--- src/bvm_pkg.sv ---
`timescale 1ns / 1ps
// ----------------------------------------------------------------------------
// bvm_pkg
// Shared types and codes of the byte VM executor.
// ----------------------------------------------------------------------------
package bvm_pkg;

  typedef enum logic [2:0] {
    CMD_WR_TOKEN = 3'd0,
    CMD_WR_CELL  = 3'd1,
    CMD_EXEC     = 3'd2,
    CMD_RD_TOKEN = 3'd3,
    CMD_RD_CELL  = 3'd4,
    CMD_BEGIN    = 3'd5
  } cmd_t;

  typedef enum logic [3:0] {
    OP_MOV   = 4'd0,
    OP_ADD   = 4'd1,
    OP_SUB   = 4'd2,
    OP_MUL   = 4'd3,
    OP_DIV   = 4'd4,
    OP_XOR   = 4'd5,
    OP_OR    = 4'd6,
    OP_AND   = 4'd7,
    OP_GT    = 4'd8,
    OP_GE    = 4'd9,
    OP_EQ    = 4'd10,
    OP_NE    = 4'd11,
    OP_LE    = 4'd12,
    OP_LT    = 4'd13,
    OP_ELSE  = 4'd14,
    OP_ENDIF = 4'd15
  } op_t;

  localparam logic [1:0] MODE_DIRECT   = 2'd0;
  localparam logic [1:0] MODE_INDIRECT = 2'd1;
  localparam logic [1:0] MODE_CELL     = 2'd2;
  localparam logic [1:0] MODE_CONST    = 2'd3;

  typedef enum logic [3:0] {
    ST_IDLE,
    ST_RD_W,
    ST_DPTR,
    ST_DPTR_W,
    ST_SPTR,
    ST_SPTR_W,
    ST_SRD,
    ST_SRD_W,
    ST_DRD,
    ST_DRD_W,
    ST_EXEC,
    ST_DIV,
    ST_WB,
    ST_FIN
  } state_t;

  typedef struct packed {
    logic [2:0] cmd;
    logic [3:0] opcode;
    logic [1:0] dest_mode;
    logic [1:0] src_mode;
    logic [7:0] dest_operand;
    logic [7:0] src_operand;
    logic [7:0] mem_address;
    logic [7:0] mem_data;
  } req_t;

  typedef struct packed {
    logic [7:0] read_data;
    logic       write_done;
    logic [4:0] cond_level;
    logic       cond_overflow;
  } rsp_t;

  // memory access: address already reduced to the memory depth
  typedef struct packed {
    logic       rd;
    logic       we;
    logic       is_cell;
    logic [7:0] addr;
    logic [7:0] wdata;
  } mem_req_t;

  typedef struct packed {
    logic clear;
    logic push;
    logic push_bit;
    logic invert;
    logic pop;
  } cond_op_t;

endpackage

--- src/bvm_mem.sv ---
`timescale 1ns / 1ps
// ----------------------------------------------------------------------------
// bvm_mem
// Token and cell memories, one access a cycle, registered read data.
// ----------------------------------------------------------------------------
module bvm_mem import bvm_pkg::*; #(
  parameter int TOKEN_MEM_DEPTH = 256,
  parameter int CELL_MEM_DEPTH  = 8
) (
  input  logic       clk,
  input  mem_req_t   req,
  output logic [7:0] rdata
);

  localparam int TAW = $clog2(TOKEN_MEM_DEPTH);
  localparam int CAW = $clog2(CELL_MEM_DEPTH);

  logic [7:0] token_mem [TOKEN_MEM_DEPTH];
  logic [7:0] cell_mem  [CELL_MEM_DEPTH];
  logic [7:0] tok_q;
  logic [7:0] cel_q;
  logic       sel_cell;

  always_ff @(posedge clk) begin
    if (req.we && !req.is_cell) begin
      token_mem[req.addr[TAW-1:0]] <= req.wdata;
    end
    if (req.we && req.is_cell) begin
      cell_mem[req.addr[CAW-1:0]] <= req.wdata;
    end
    if (req.rd) begin
      tok_q    <= token_mem[req.addr[TAW-1:0]];
      cel_q    <= cell_mem[req.addr[CAW-1:0]];
      sel_cell <= req.is_cell;
    end
  end

  assign rdata = sel_cell ? cel_q : tok_q;

endmodule

--- src/bvm_div.sv ---
`timescale 1ns / 1ps
// ----------------------------------------------------------------------------
// bvm_div
// Signed 8-bit by positive 7-bit divide, one quotient bit a cycle.
// ----------------------------------------------------------------------------
module bvm_div (
  input  logic       clk,
  input  logic       rst,
  input  logic       start,
  input  logic [7:0] dividend,
  input  logic [6:0] divisor,
  output logic       done,
  output logic [7:0] quotient
);

  logic       busy;
  logic [2:0] step;
  logic [6:0] rem;
  logic [7:0] quo;
  logic [6:0] dvs;
  logic       neg;
  logic [7:0] trial;
  logic [7:0] quo_next;

  assign trial    = {rem, quo[7]};
  assign quo_next = {quo[6:0], (trial >= {1'b0, dvs})};

  always_ff @(posedge clk) begin
    if (rst) begin
      busy <= 1'b0;
      done <= 1'b0;
    end else begin
      done <= busy && !start && (step == 3'd7);
      if (start) begin
        busy <= 1'b1;
        step <= '0;
        rem  <= '0;
        quo  <= dividend[7] ? (8'd0 - dividend) : dividend;
        dvs  <= divisor;
        neg  <= dividend[7];
      end else if (busy) begin
        rem  <= (trial >= {1'b0, dvs}) ? 7'(trial - {1'b0, dvs}) : trial[6:0];
        quo  <= quo_next;
        step <= step + 3'd1;
        if (step == 3'd7) begin
          busy <= 1'b0;
        end
      end
    end
  end

  assign quotient = neg ? (8'd0 - quo) : quo;

endmodule

--- src/bvm_cond.sv ---
`timescale 1ns / 1ps
// ----------------------------------------------------------------------------
// bvm_cond
// Condition bit stack with clear, push, invert-top and pop.
// ----------------------------------------------------------------------------
module bvm_cond import bvm_pkg::*; #(
  parameter int COND_DEPTH = 16,
  parameter int CW         = 5
) (
  input  logic          clk,
  input  logic          rst,
  input  cond_op_t      op,
  output logic [CW-1:0] count,
  output logic          enabled,
  output logic          full
);

  logic [COND_DEPTH-1:0] bits;
  logic [COND_DEPTH-1:0] live;

  assign full = (count == CW'(COND_DEPTH));

  always_comb begin
    for (int k = 0; k < COND_DEPTH; k++) begin
      live[k] = (CW'(k) < count);
    end
  end

  assign enabled = &(bits | ~live);

  always_ff @(posedge clk) begin
    if (rst) begin
      bits  <= '0;
      count <= '0;
    end else if (op.clear) begin
      count <= '0;
    end else if (op.push) begin
      if (!full) begin
        for (int k = 0; k < COND_DEPTH; k++) begin
          if (CW'(k) == count) begin
            bits[k] <= op.push_bit;
          end
        end
        count <= count + CW'(1);
      end
    end else if (op.invert) begin
      for (int k = 0; k < COND_DEPTH; k++) begin
        if (CW'(k + 1) == count) begin
          bits[k] <= ~bits[k];
        end
      end
    end else if (op.pop) begin
      if (count != '0) begin
        count <= count - CW'(1);
      end
    end
  end

endmodule

--- src/byte_vm_instruction_executor_core.sv ---
`timescale 1ns / 1ps
// Sequencing: loads, begin and unused commands go straight to FIN; reads pass
//   through RD_W; execute runs the chain of registered memory reads (pointer,
//   source, destination), then EXEC, the divider for a divide, and WB.
// Throughput: one item at a time; the next item is taken while a result
//   still waits in the output register.
// Reset: synchronous, clears the sequencer, the condition stack and the
//   output valid; memory contents are undefined until written.
// ----------------------------------------------------------------------------
// byte_vm_instruction_executor_core
// Sequencer around a single-port token/cell memory, a condition stack and
// an iterative divider.
// ----------------------------------------------------------------------------
module byte_vm_instruction_executor_core import bvm_pkg::*; #(
  parameter int TOKEN_MEM_DEPTH = 256,
  parameter int CELL_MEM_DEPTH  = 8,
  parameter int COND_DEPTH      = 16
) (
  input  logic clk,
  input  logic rst,
  input  logic req_valid,
  output logic req_ready,
  input  req_t req,
  output logic rsp_valid,
  input  logic rsp_ready,
  output rsp_t rsp
);

  localparam int CW = $clog2(COND_DEPTH + 1);

  // address reduction tables, constant
  logic [7:0] tok_lut [256];
  logic [7:0] cel_lut [256];

  always_comb begin
    for (int i = 0; i < 256; i++) begin
      tok_lut[i] = 8'(i % TOKEN_MEM_DEPTH);
      cel_lut[i] = 8'(i % CELL_MEM_DEPTH);
    end
  end

  state_t     state, state_next;
  req_t       cur;
  logic [1:0] dmode;
  logic [7:0] daddr;
  logic [7:0] saddr;
  logic [7:0] s_val;
  logic [7:0] d_val;
  logic [7:0] r_val;
  logic [7:0] rd_q;
  logic       wdone_q;
  logic       ovf_q;

  mem_req_t      mreq;
  logic [7:0]    rdata;
  cond_op_t      cop;
  logic [CW-1:0] count;
  logic          enabled;
  logic          full;
  logic          div_start;
  logic          div_done;
  logic [7:0]    div_q;

  logic accept;
  logic is_arith;
  logic cmp_bit;
  logic out_free;

  assign accept    = req_valid && req_ready;
  assign req_ready = (state == ST_IDLE);
  assign out_free  = !rsp_valid || rsp_ready;
  assign is_arith  = !cur.opcode[3];

  bvm_mem #(
    .TOKEN_MEM_DEPTH(TOKEN_MEM_DEPTH),
    .CELL_MEM_DEPTH (CELL_MEM_DEPTH)
  ) u_mem (
    .clk  (clk),
    .req  (mreq),
    .rdata(rdata)
  );

  bvm_cond #(
    .COND_DEPTH(COND_DEPTH),
    .CW        (CW)
  ) u_cond (
    .clk    (clk),
    .rst    (rst),
    .op     (cop),
    .count  (count),
    .enabled(enabled),
    .full   (full)
  );

  bvm_div u_div (
    .clk     (clk),
    .rst     (rst),
    .start   (div_start),
    .dividend(d_val),
    .divisor (s_val[6:0]),
    .done    (div_done),
    .quotient(div_q)
  );

  // signed compare for the if-type opcodes
  always_comb begin
    unique case (op_t'(cur.opcode))
      OP_GT:   cmp_bit = $signed(d_val) >  $signed(s_val);
      OP_GE:   cmp_bit = $signed(d_val) >= $signed(s_val);
      OP_EQ:   cmp_bit = d_val == s_val;
      OP_NE:   cmp_bit = d_val != s_val;
      OP_LE:   cmp_bit = $signed(d_val) <= $signed(s_val);
      OP_LT:   cmp_bit = $signed(d_val) <  $signed(s_val);
      default: cmp_bit = 1'b0;
    endcase
  end

  // next state
  always_comb begin
    state_next = state;
    unique case (state)
      ST_IDLE: begin
        if (accept) begin
          unique case (req.cmd)
            CMD_RD_TOKEN, CMD_RD_CELL: state_next = ST_RD_W;
            CMD_EXEC:                  state_next = ST_DPTR;
            default:                   state_next = ST_FIN;
          endcase
        end
      end
      ST_RD_W:   state_next = ST_FIN;
      ST_DPTR:   state_next = (dmode == MODE_INDIRECT) ? ST_DPTR_W : ST_SPTR;
      ST_DPTR_W: state_next = ST_SPTR;
      ST_SPTR:   state_next = (cur.src_mode == MODE_INDIRECT) ? ST_SPTR_W : ST_SRD;
      ST_SPTR_W: state_next = ST_SRD;
      ST_SRD:    state_next = (cur.src_mode == MODE_CONST) ? ST_DRD : ST_SRD_W;
      ST_SRD_W:  state_next = ST_DRD;
      ST_DRD:    state_next = ST_DRD_W;
      ST_DRD_W:  state_next = ST_EXEC;
      ST_EXEC:   state_next = div_start ? ST_DIV : ST_WB;
      ST_DIV:    state_next = div_done ? ST_WB : ST_DIV;
      ST_WB:     state_next = ST_FIN;
      ST_FIN:    state_next = out_free ? ST_IDLE : ST_FIN;
      default:   state_next = ST_IDLE;
    endcase
  end

  // memory requests, stack operations, divider start
  always_comb begin
    mreq      = '0;
    cop       = '0;
    div_start = 1'b0;
    unique case (state)
      ST_IDLE: begin
        if (accept) begin
          unique case (req.cmd)
            CMD_WR_TOKEN: begin
              mreq.we    = 1'b1;
              mreq.addr  = tok_lut[req.mem_address];
              mreq.wdata = req.mem_data;
            end
            CMD_WR_CELL: begin
              mreq.we      = 1'b1;
              mreq.is_cell = 1'b1;
              mreq.addr    = cel_lut[req.mem_address];
              mreq.wdata   = req.mem_data;
            end
            CMD_RD_TOKEN: begin
              mreq.rd   = 1'b1;
              mreq.addr = tok_lut[req.mem_address];
            end
            CMD_RD_CELL: begin
              mreq.rd      = 1'b1;
              mreq.is_cell = 1'b1;
              mreq.addr    = cel_lut[req.mem_address];
            end
            CMD_BEGIN: cop.clear = 1'b1;
            default: ;
          endcase
        end
      end
      ST_DPTR: begin
        mreq.rd   = (dmode == MODE_INDIRECT);
        mreq.addr = tok_lut[cur.dest_operand];
      end
      ST_SPTR: begin
        mreq.rd   = (cur.src_mode == MODE_INDIRECT);
        mreq.addr = tok_lut[cur.src_operand];
      end
      ST_SRD: begin
        mreq.rd      = (cur.src_mode != MODE_CONST);
        mreq.is_cell = (cur.src_mode == MODE_CELL);
        mreq.addr    = saddr;
      end
      ST_DRD: begin
        mreq.rd      = 1'b1;
        mreq.is_cell = (dmode == MODE_CELL);
        mreq.addr    = daddr;
      end
      ST_EXEC: begin
        div_start = (op_t'(cur.opcode) == OP_DIV) && !s_val[7] && (s_val != '0);
      end
      ST_WB: begin
        mreq.we      = is_arith && enabled;
        mreq.is_cell = (dmode == MODE_CELL);
        mreq.addr    = daddr;
        mreq.wdata   = r_val;
        cop.push     = cur.opcode[3] && (cur.opcode < OP_ELSE);
        cop.push_bit = cmp_bit;
        cop.invert   = (op_t'(cur.opcode) == OP_ELSE);
        cop.pop      = (op_t'(cur.opcode) == OP_ENDIF);
      end
      default: ;
    endcase
  end

  // datapath registers
  always_ff @(posedge clk) begin
    unique case (state)
      ST_IDLE: begin
        if (accept) begin
          cur     <= req;
          dmode   <= (req.dest_mode == MODE_CONST) ? MODE_DIRECT : req.dest_mode;
          rd_q    <= '0;
          wdone_q <= 1'b0;
          ovf_q   <= 1'b0;
        end
      end
      ST_RD_W: rd_q <= rdata;
      ST_DPTR: begin
        daddr <= (dmode == MODE_CELL) ? cel_lut[cur.dest_operand]
                                      : tok_lut[cur.dest_operand];
      end
      ST_DPTR_W: daddr <= tok_lut[rdata];
      ST_SPTR: begin
        saddr <= (cur.src_mode == MODE_CELL) ? cel_lut[cur.src_operand]
                                             : tok_lut[cur.src_operand];
      end
      ST_SPTR_W: saddr <= tok_lut[rdata];
      ST_SRD:    s_val <= cur.src_operand;
      ST_SRD_W:  s_val <= rdata;
      ST_DRD_W:  d_val <= rdata;
      ST_EXEC: begin
        unique case (op_t'(cur.opcode))
          OP_MOV:  r_val <= s_val;
          OP_ADD:  r_val <= d_val + s_val;
          OP_SUB:  r_val <= d_val - s_val;
          OP_MUL:  r_val <= 8'(d_val * s_val);
          OP_XOR:  r_val <= d_val ^ s_val;
          OP_OR:   r_val <= d_val | s_val;
          OP_AND:  r_val <= d_val & s_val;
          default: r_val <= '0;   // divide by a nonpositive value gives 0
        endcase
      end
      ST_DIV: begin
        if (div_done) begin
          r_val <= div_q;
        end
      end
      ST_WB: begin
        rd_q    <= (is_arith && enabled) ? r_val : d_val;
        wdone_q <= is_arith && enabled;
        ovf_q   <= cop.push && full;
      end
      default: ;
    endcase
  end

  always_ff @(posedge clk) begin
    if (rst) begin
      state     <= ST_IDLE;
      rsp_valid <= 1'b0;
    end else begin
      state     <= state_next;
      // loading a new result wins over retiring the old one
      rsp_valid <= (state == ST_FIN && out_free) || (rsp_valid && !rsp_ready);
    end
  end

  // result register, loaded as the item retires
  always_ff @(posedge clk) begin
    if (state == ST_FIN && out_free) begin
      rsp.read_data     <= rd_q;
      rsp.write_done    <= wdone_q;
      rsp.cond_level    <= 5'(count);
      rsp.cond_overflow <= ovf_q;
    end
  end

`ifndef SYNTHESIS
  a_level_bound: assert property (@(posedge clk) disable iff (rst)
    count <= CW'(COND_DEPTH))
    else $error("condition level beyond depth");

  a_accept_busy: assert property (@(posedge clk) disable iff (rst)
    accept |=> state != ST_IDLE)
    else $error("sequencer idle after accept");

  a_div_from_exec: assert property (@(posedge clk) disable iff (rst)
    div_start |=> state == ST_DIV)
    else $error("divider started outside execute");

  a_done_no_ovf: assert property (@(posedge clk) disable iff (rst)
    rsp_valid |-> !(rsp.write_done && rsp.cond_overflow))
    else $error("write and overflow in one item");
`endif

endmodule

--- config.mk ---
export PLATFORM = sky130hd
export DESIGN_NAME = byte_vm_instruction_executor_core
export DESIGN_NICKNAME = d
export VERILOG_FILES = /design/src/bvm_pkg.sv /design/src/bvm_mem.sv /design/src/bvm_div.sv /design/src/bvm_cond.sv /design/src/byte_vm_instruction_executor_core.sv
export SDC_FILE = /design/constraint.sdc
export NUM_CORES = 2
export LEC_CHECK = 0
export ABC_AREA = 1
export BUFFER_PORTS_ARGS = -buffer_cell sky130_fd_sc_hd__buf_2
export CORE_ASPECT_RATIO = 1.5
export CORE_MARGIN = 3
export CORE_UTILIZATION = 63
export CTS_CLUSTER_SIZE = 25
export DETAILED_ROUTE_END_ITERATION = 7
export GPL_TIMING_DRIVEN = 0
export PLACE_DENSITY = 0.79
export SYNTH_ARGS = -nofsm -noshare
export SYNTH_HDL_FRONTEND = slang
export SYNTH_HIERARCHICAL = 1
export SYNTH_SLANG_ARGS = --single-unit
--- constraint.sdc ---
create_clock -name clk -period 21.5 [get_ports clk]
set_input_delay 3.225 -clock clk [delete_from_list [all_inputs] [get_ports clk]]
set_output_delay 3.225 -clock clk [all_outputs]
set_load 0.01 [all_outputs]
==> summary.txt <==
Status
  • Status: finished with violations
  • Failing checks: max-capacitance violations, max-slew violations

Route
  • DR iter-0 viols: 9245
  • Via count: just over 70000
  • DRC: 0
  • Via/cell ratio: between 5 and 6
  • Final wirelength: a little under 300000 um
  • Drt first pass iters: 8
  • Final ANT Viol Nets: 0
  • WL per Instance: between 20 and 25 um

Worst setup path
  • Worst setup path class: in -> reg
  • Slowest stage cell, crit path: clkbuf_1
  • Crit Reg-Reg Endpoint: u_mem/token_mem[125][3]
  • Arrival time worst endpoint: a little under 10000 ps
  • Crit-path max cell delay: about 1200 ps
  • Most frequent CP cell: buf_2
  • Worst Path Max Fanout: 31
  • Worst R2R Start: state[0]
  • Critical path endpoint category: flip-flop
  • CP Launch Point: req_valid
  • CP cell instances: buf_2 -> inv_1 -> nor2_4 -> nand4_1 -> o21ai_0 -> nand2_1 -> clkinv_1 -> clkbuf_1 -> buf_2 -> nand3_1 -> clkbuf_2 -> nor2_1
  • Data required time of the worst path: between 20000 and 25000 ps
  • R2R setup slack: approximately 14000 ps
  • CP startpoint kind: input pin
  • R2R depth: 13

Yosys
  • Post-Syn Instances: ~9500
  • Post-Syn Area per Cell: between 10 and 15 um^2
  • Simple-gate area share of the yosys netlist: 0.2359
  • Mapped Nets: ~9600
  • Yosys cell types: 58
  • Post-synthesis xor/xnor area fraction: 0.001885
  • Asr flop ratio synth: 0
  • Yosys top cell area share: 0.6905
  • Yosys warns: 6
  • Most area-hungry cell type in the Yosys netlist: edfxtp_1
  • Sequential-to-total area share from yosys stat: 0.6962
  • Synth Area in Adders: 0.01026
  • #FFs+latches synth: approximately 2300
  • Largest family of logic cells by synthesized area: simple AND/OR/NAND/NOR gates
  • Synth top cells by count: 5142 x nand2_1, 2244 x edfxtp_1, 460 x nor2_1
  • Top FF cell, synth: edfxtp_1
  • EDFF count, synth: 2244
  • Compound-Gate Fraction of Synth Area: 0.02378
  • Synthesized area: roughly 98000 um^2
  • Most frequent cell after synthesis: nand2_1
  • Post-synthesis mux area share: 0.0009231
  • Area contributors post-synth: edfxtp_1 69%, nand2_1 20%, nor2_1 1.8%, nand3_1 1.5%, o21ai_0 1.1%

Run
  • Max cap viols: 2

Power
  • Tot Pwr: about 14 mW
  • LEAKAGE: 44.63 nW
  • Peak VDD IR: a little under 90 uV
  • PD cells: roughly 130 nW/um^2

Placement
  • Detailed Place HPWL: between 200000 and 250000 um
  • GPL Wtd Cong: 1.043
  • I/O Buffers: 63
  • Placed Cells incl. Taps: between 10000 and 15000

GRT
  • Vias in the first global route: between 60000 and 70000
  • Largest net degree at the start of global routing: 37
  • Total grt overflow: 0
  • Total GRT Usage: 0.3690
  • First-pass GRT wire length: 425800 um
  • Initial antenna violation count: 21

STA
  • Peak Freq: ~110 MHz
  • RSZ-0062 raised after global routing: no
  • Final Skew: ~37 ps
  • Final min period: a little over 9000 ps
  • Slew HR: -0.03062
  • Final Hold Vio Count: 0
  • Final setup TNS: 0 ps
  • Fin crit share: 0.4332
  • Worst hold slack: around 420 ps
  • Worst slew pin tran: ~1500 ps
  • Max Transition Viols Final: 22
  • Setup Viol. Count Final: 0

Clock network
  • CTS Buf Count: approximately 200
  • Post-cts sizing count: 0
  • CTS tree: yes
  • CTS sink cnt: roughly 2300
  • CTS Hold Buffers Added: 0
  • Reg clk slew, reported paths: approximately 60 ps
  • Htree depth: 4
  • Clock Latency Late Sink: 870 ps
  • Setup repair bufs after CTS: 0
  • CTS root buffer: clkbuf_16
  • CTS Buffer Depth: 3

Die
  • Rows: 176
  • Die ar.: about 160000 um^2
  • Initial Util: 0.6349
  • Ports: 64
  • Chip width: approximately 330 um
  • Die H: ~500 um
  • Core area: approximately 150000 um^2

Worst hold path
  • Hold Path Depth: 0
  • Hold Startpoint: rd_q[2]
  • Worst Hold Endpoint: rsp[9]
  • Hold Path Class: reg -> reg

Final layout
  • Fin cells: around 12000
  • Share of cells above drive strength 1: 0.06958
  • Area delta synth->final: 11.21%
  • Final #Nets: just under 10000
  • # fillers: around 11000
==> final cells by class <==
type                       instances  area (um^2)  area share
tap                             2047         2561     0.02360
timing repair buffer             138         1992     0.01835
multi-input combinational       6482        26720      0.2462
clock inverter                   113         1059    0.009754
clock buffer                     245         5182     0.04775
inverter                         245        919.6    0.008474
antenna                           12        30.03   0.0002767
buffer                           465         2118     0.01952
sequential                      2272        67950      0.6261
==> per-stage QoR <==
step	utilization	worst slack (ps)	cell area, um^2
final	0.7061	12190	108500
after global routing	0.7059	12310	108500
after CTS	0.7058	12640	108500
after detailed placement	0.6652	11760	102200
after global placement	0.6536	-13900	100500
after floorplan	-	4965	97590
==> worst max-delay path: cells and delay by family <==
family / cells / cell delay (ps)
simple gates: 5 / 2870
compound gates: 1 / 710
buf+inv: 6 / 2930
==> placed cells by master, fill, tap and decap left out, types with 24 or more instances in the layout <==
cell type / n
nand2_1: 5142
edfxtp_1: 2244
nor2_1: 458
nand3_1: 290
clkbuf_1: 276
buf_2: 246
inv_1: 231
o21ai_0: 211
clkbuf_16: 199
a21oi_1: 69
ha_1: 56
buf_12: 50
clkinv_1: 45
o21ai_1: 36
clkinv_2: 31
dfxtp_1: 28
nand4_1: 26
buf_16: 24
==> state kept, by name, summed over array words and instances, names as in the netlist, 15 cells and up <==
register	cells
u_mem/token_mem	2048
u_mem/cell_mem	64
cur	22
u_cond/bits	16
rsp	15
==> how the worst max path moves through the flow <==
stage | end | slack (ps) | cells after the start
floorplan | u_mem/cell_mem[0][0] | 4960 | 4
global placement | u_mem/token_mem[81][4] | -13900 | 5
detailed placement | u_mem/token_mem[125][4] | 11760 | 12
CTS | u_mem/token_mem[206][3] | 12640 | 12
global route | u_mem/token_mem[158][6] | 12310 | 12
finish | u_mem/token_mem[125][3] | 12190 | 12
==> kinds of logic after synthesis <==
family                   after synthesis
AND/OR/NAND/NOR                     5965
flip-flops                          2272
buffers and inverters                710
AO/OA/AOI/OAI                        417
adder cells (fa/ha/maj)               71
XOR/XNOR                              21
multiplexers                           8
==> routing by layer <==
layer	track usage	vias to the layer above	part of all wire
li1	-	31880	-
met1	0.4097	33190	0.32
met2	0.5951	4705	0.47
met3	0.07819	1218	0.10
met4	0.3419	8	0.11
met5	0	-	0.00021
==> power by group <==
group | internal (mW) | leakage [nW] | total (mW) | switching (mW)
Combinational | 1.28 | 20.1 | 5.80 | 4.52
Sequential | 5.07 | 21.5 | 5.11 | 0.0420
Clock | 1.91 | 3.04 | 3.47 | 1.55
No activity file was read; power rests on OpenSTA's default activity.
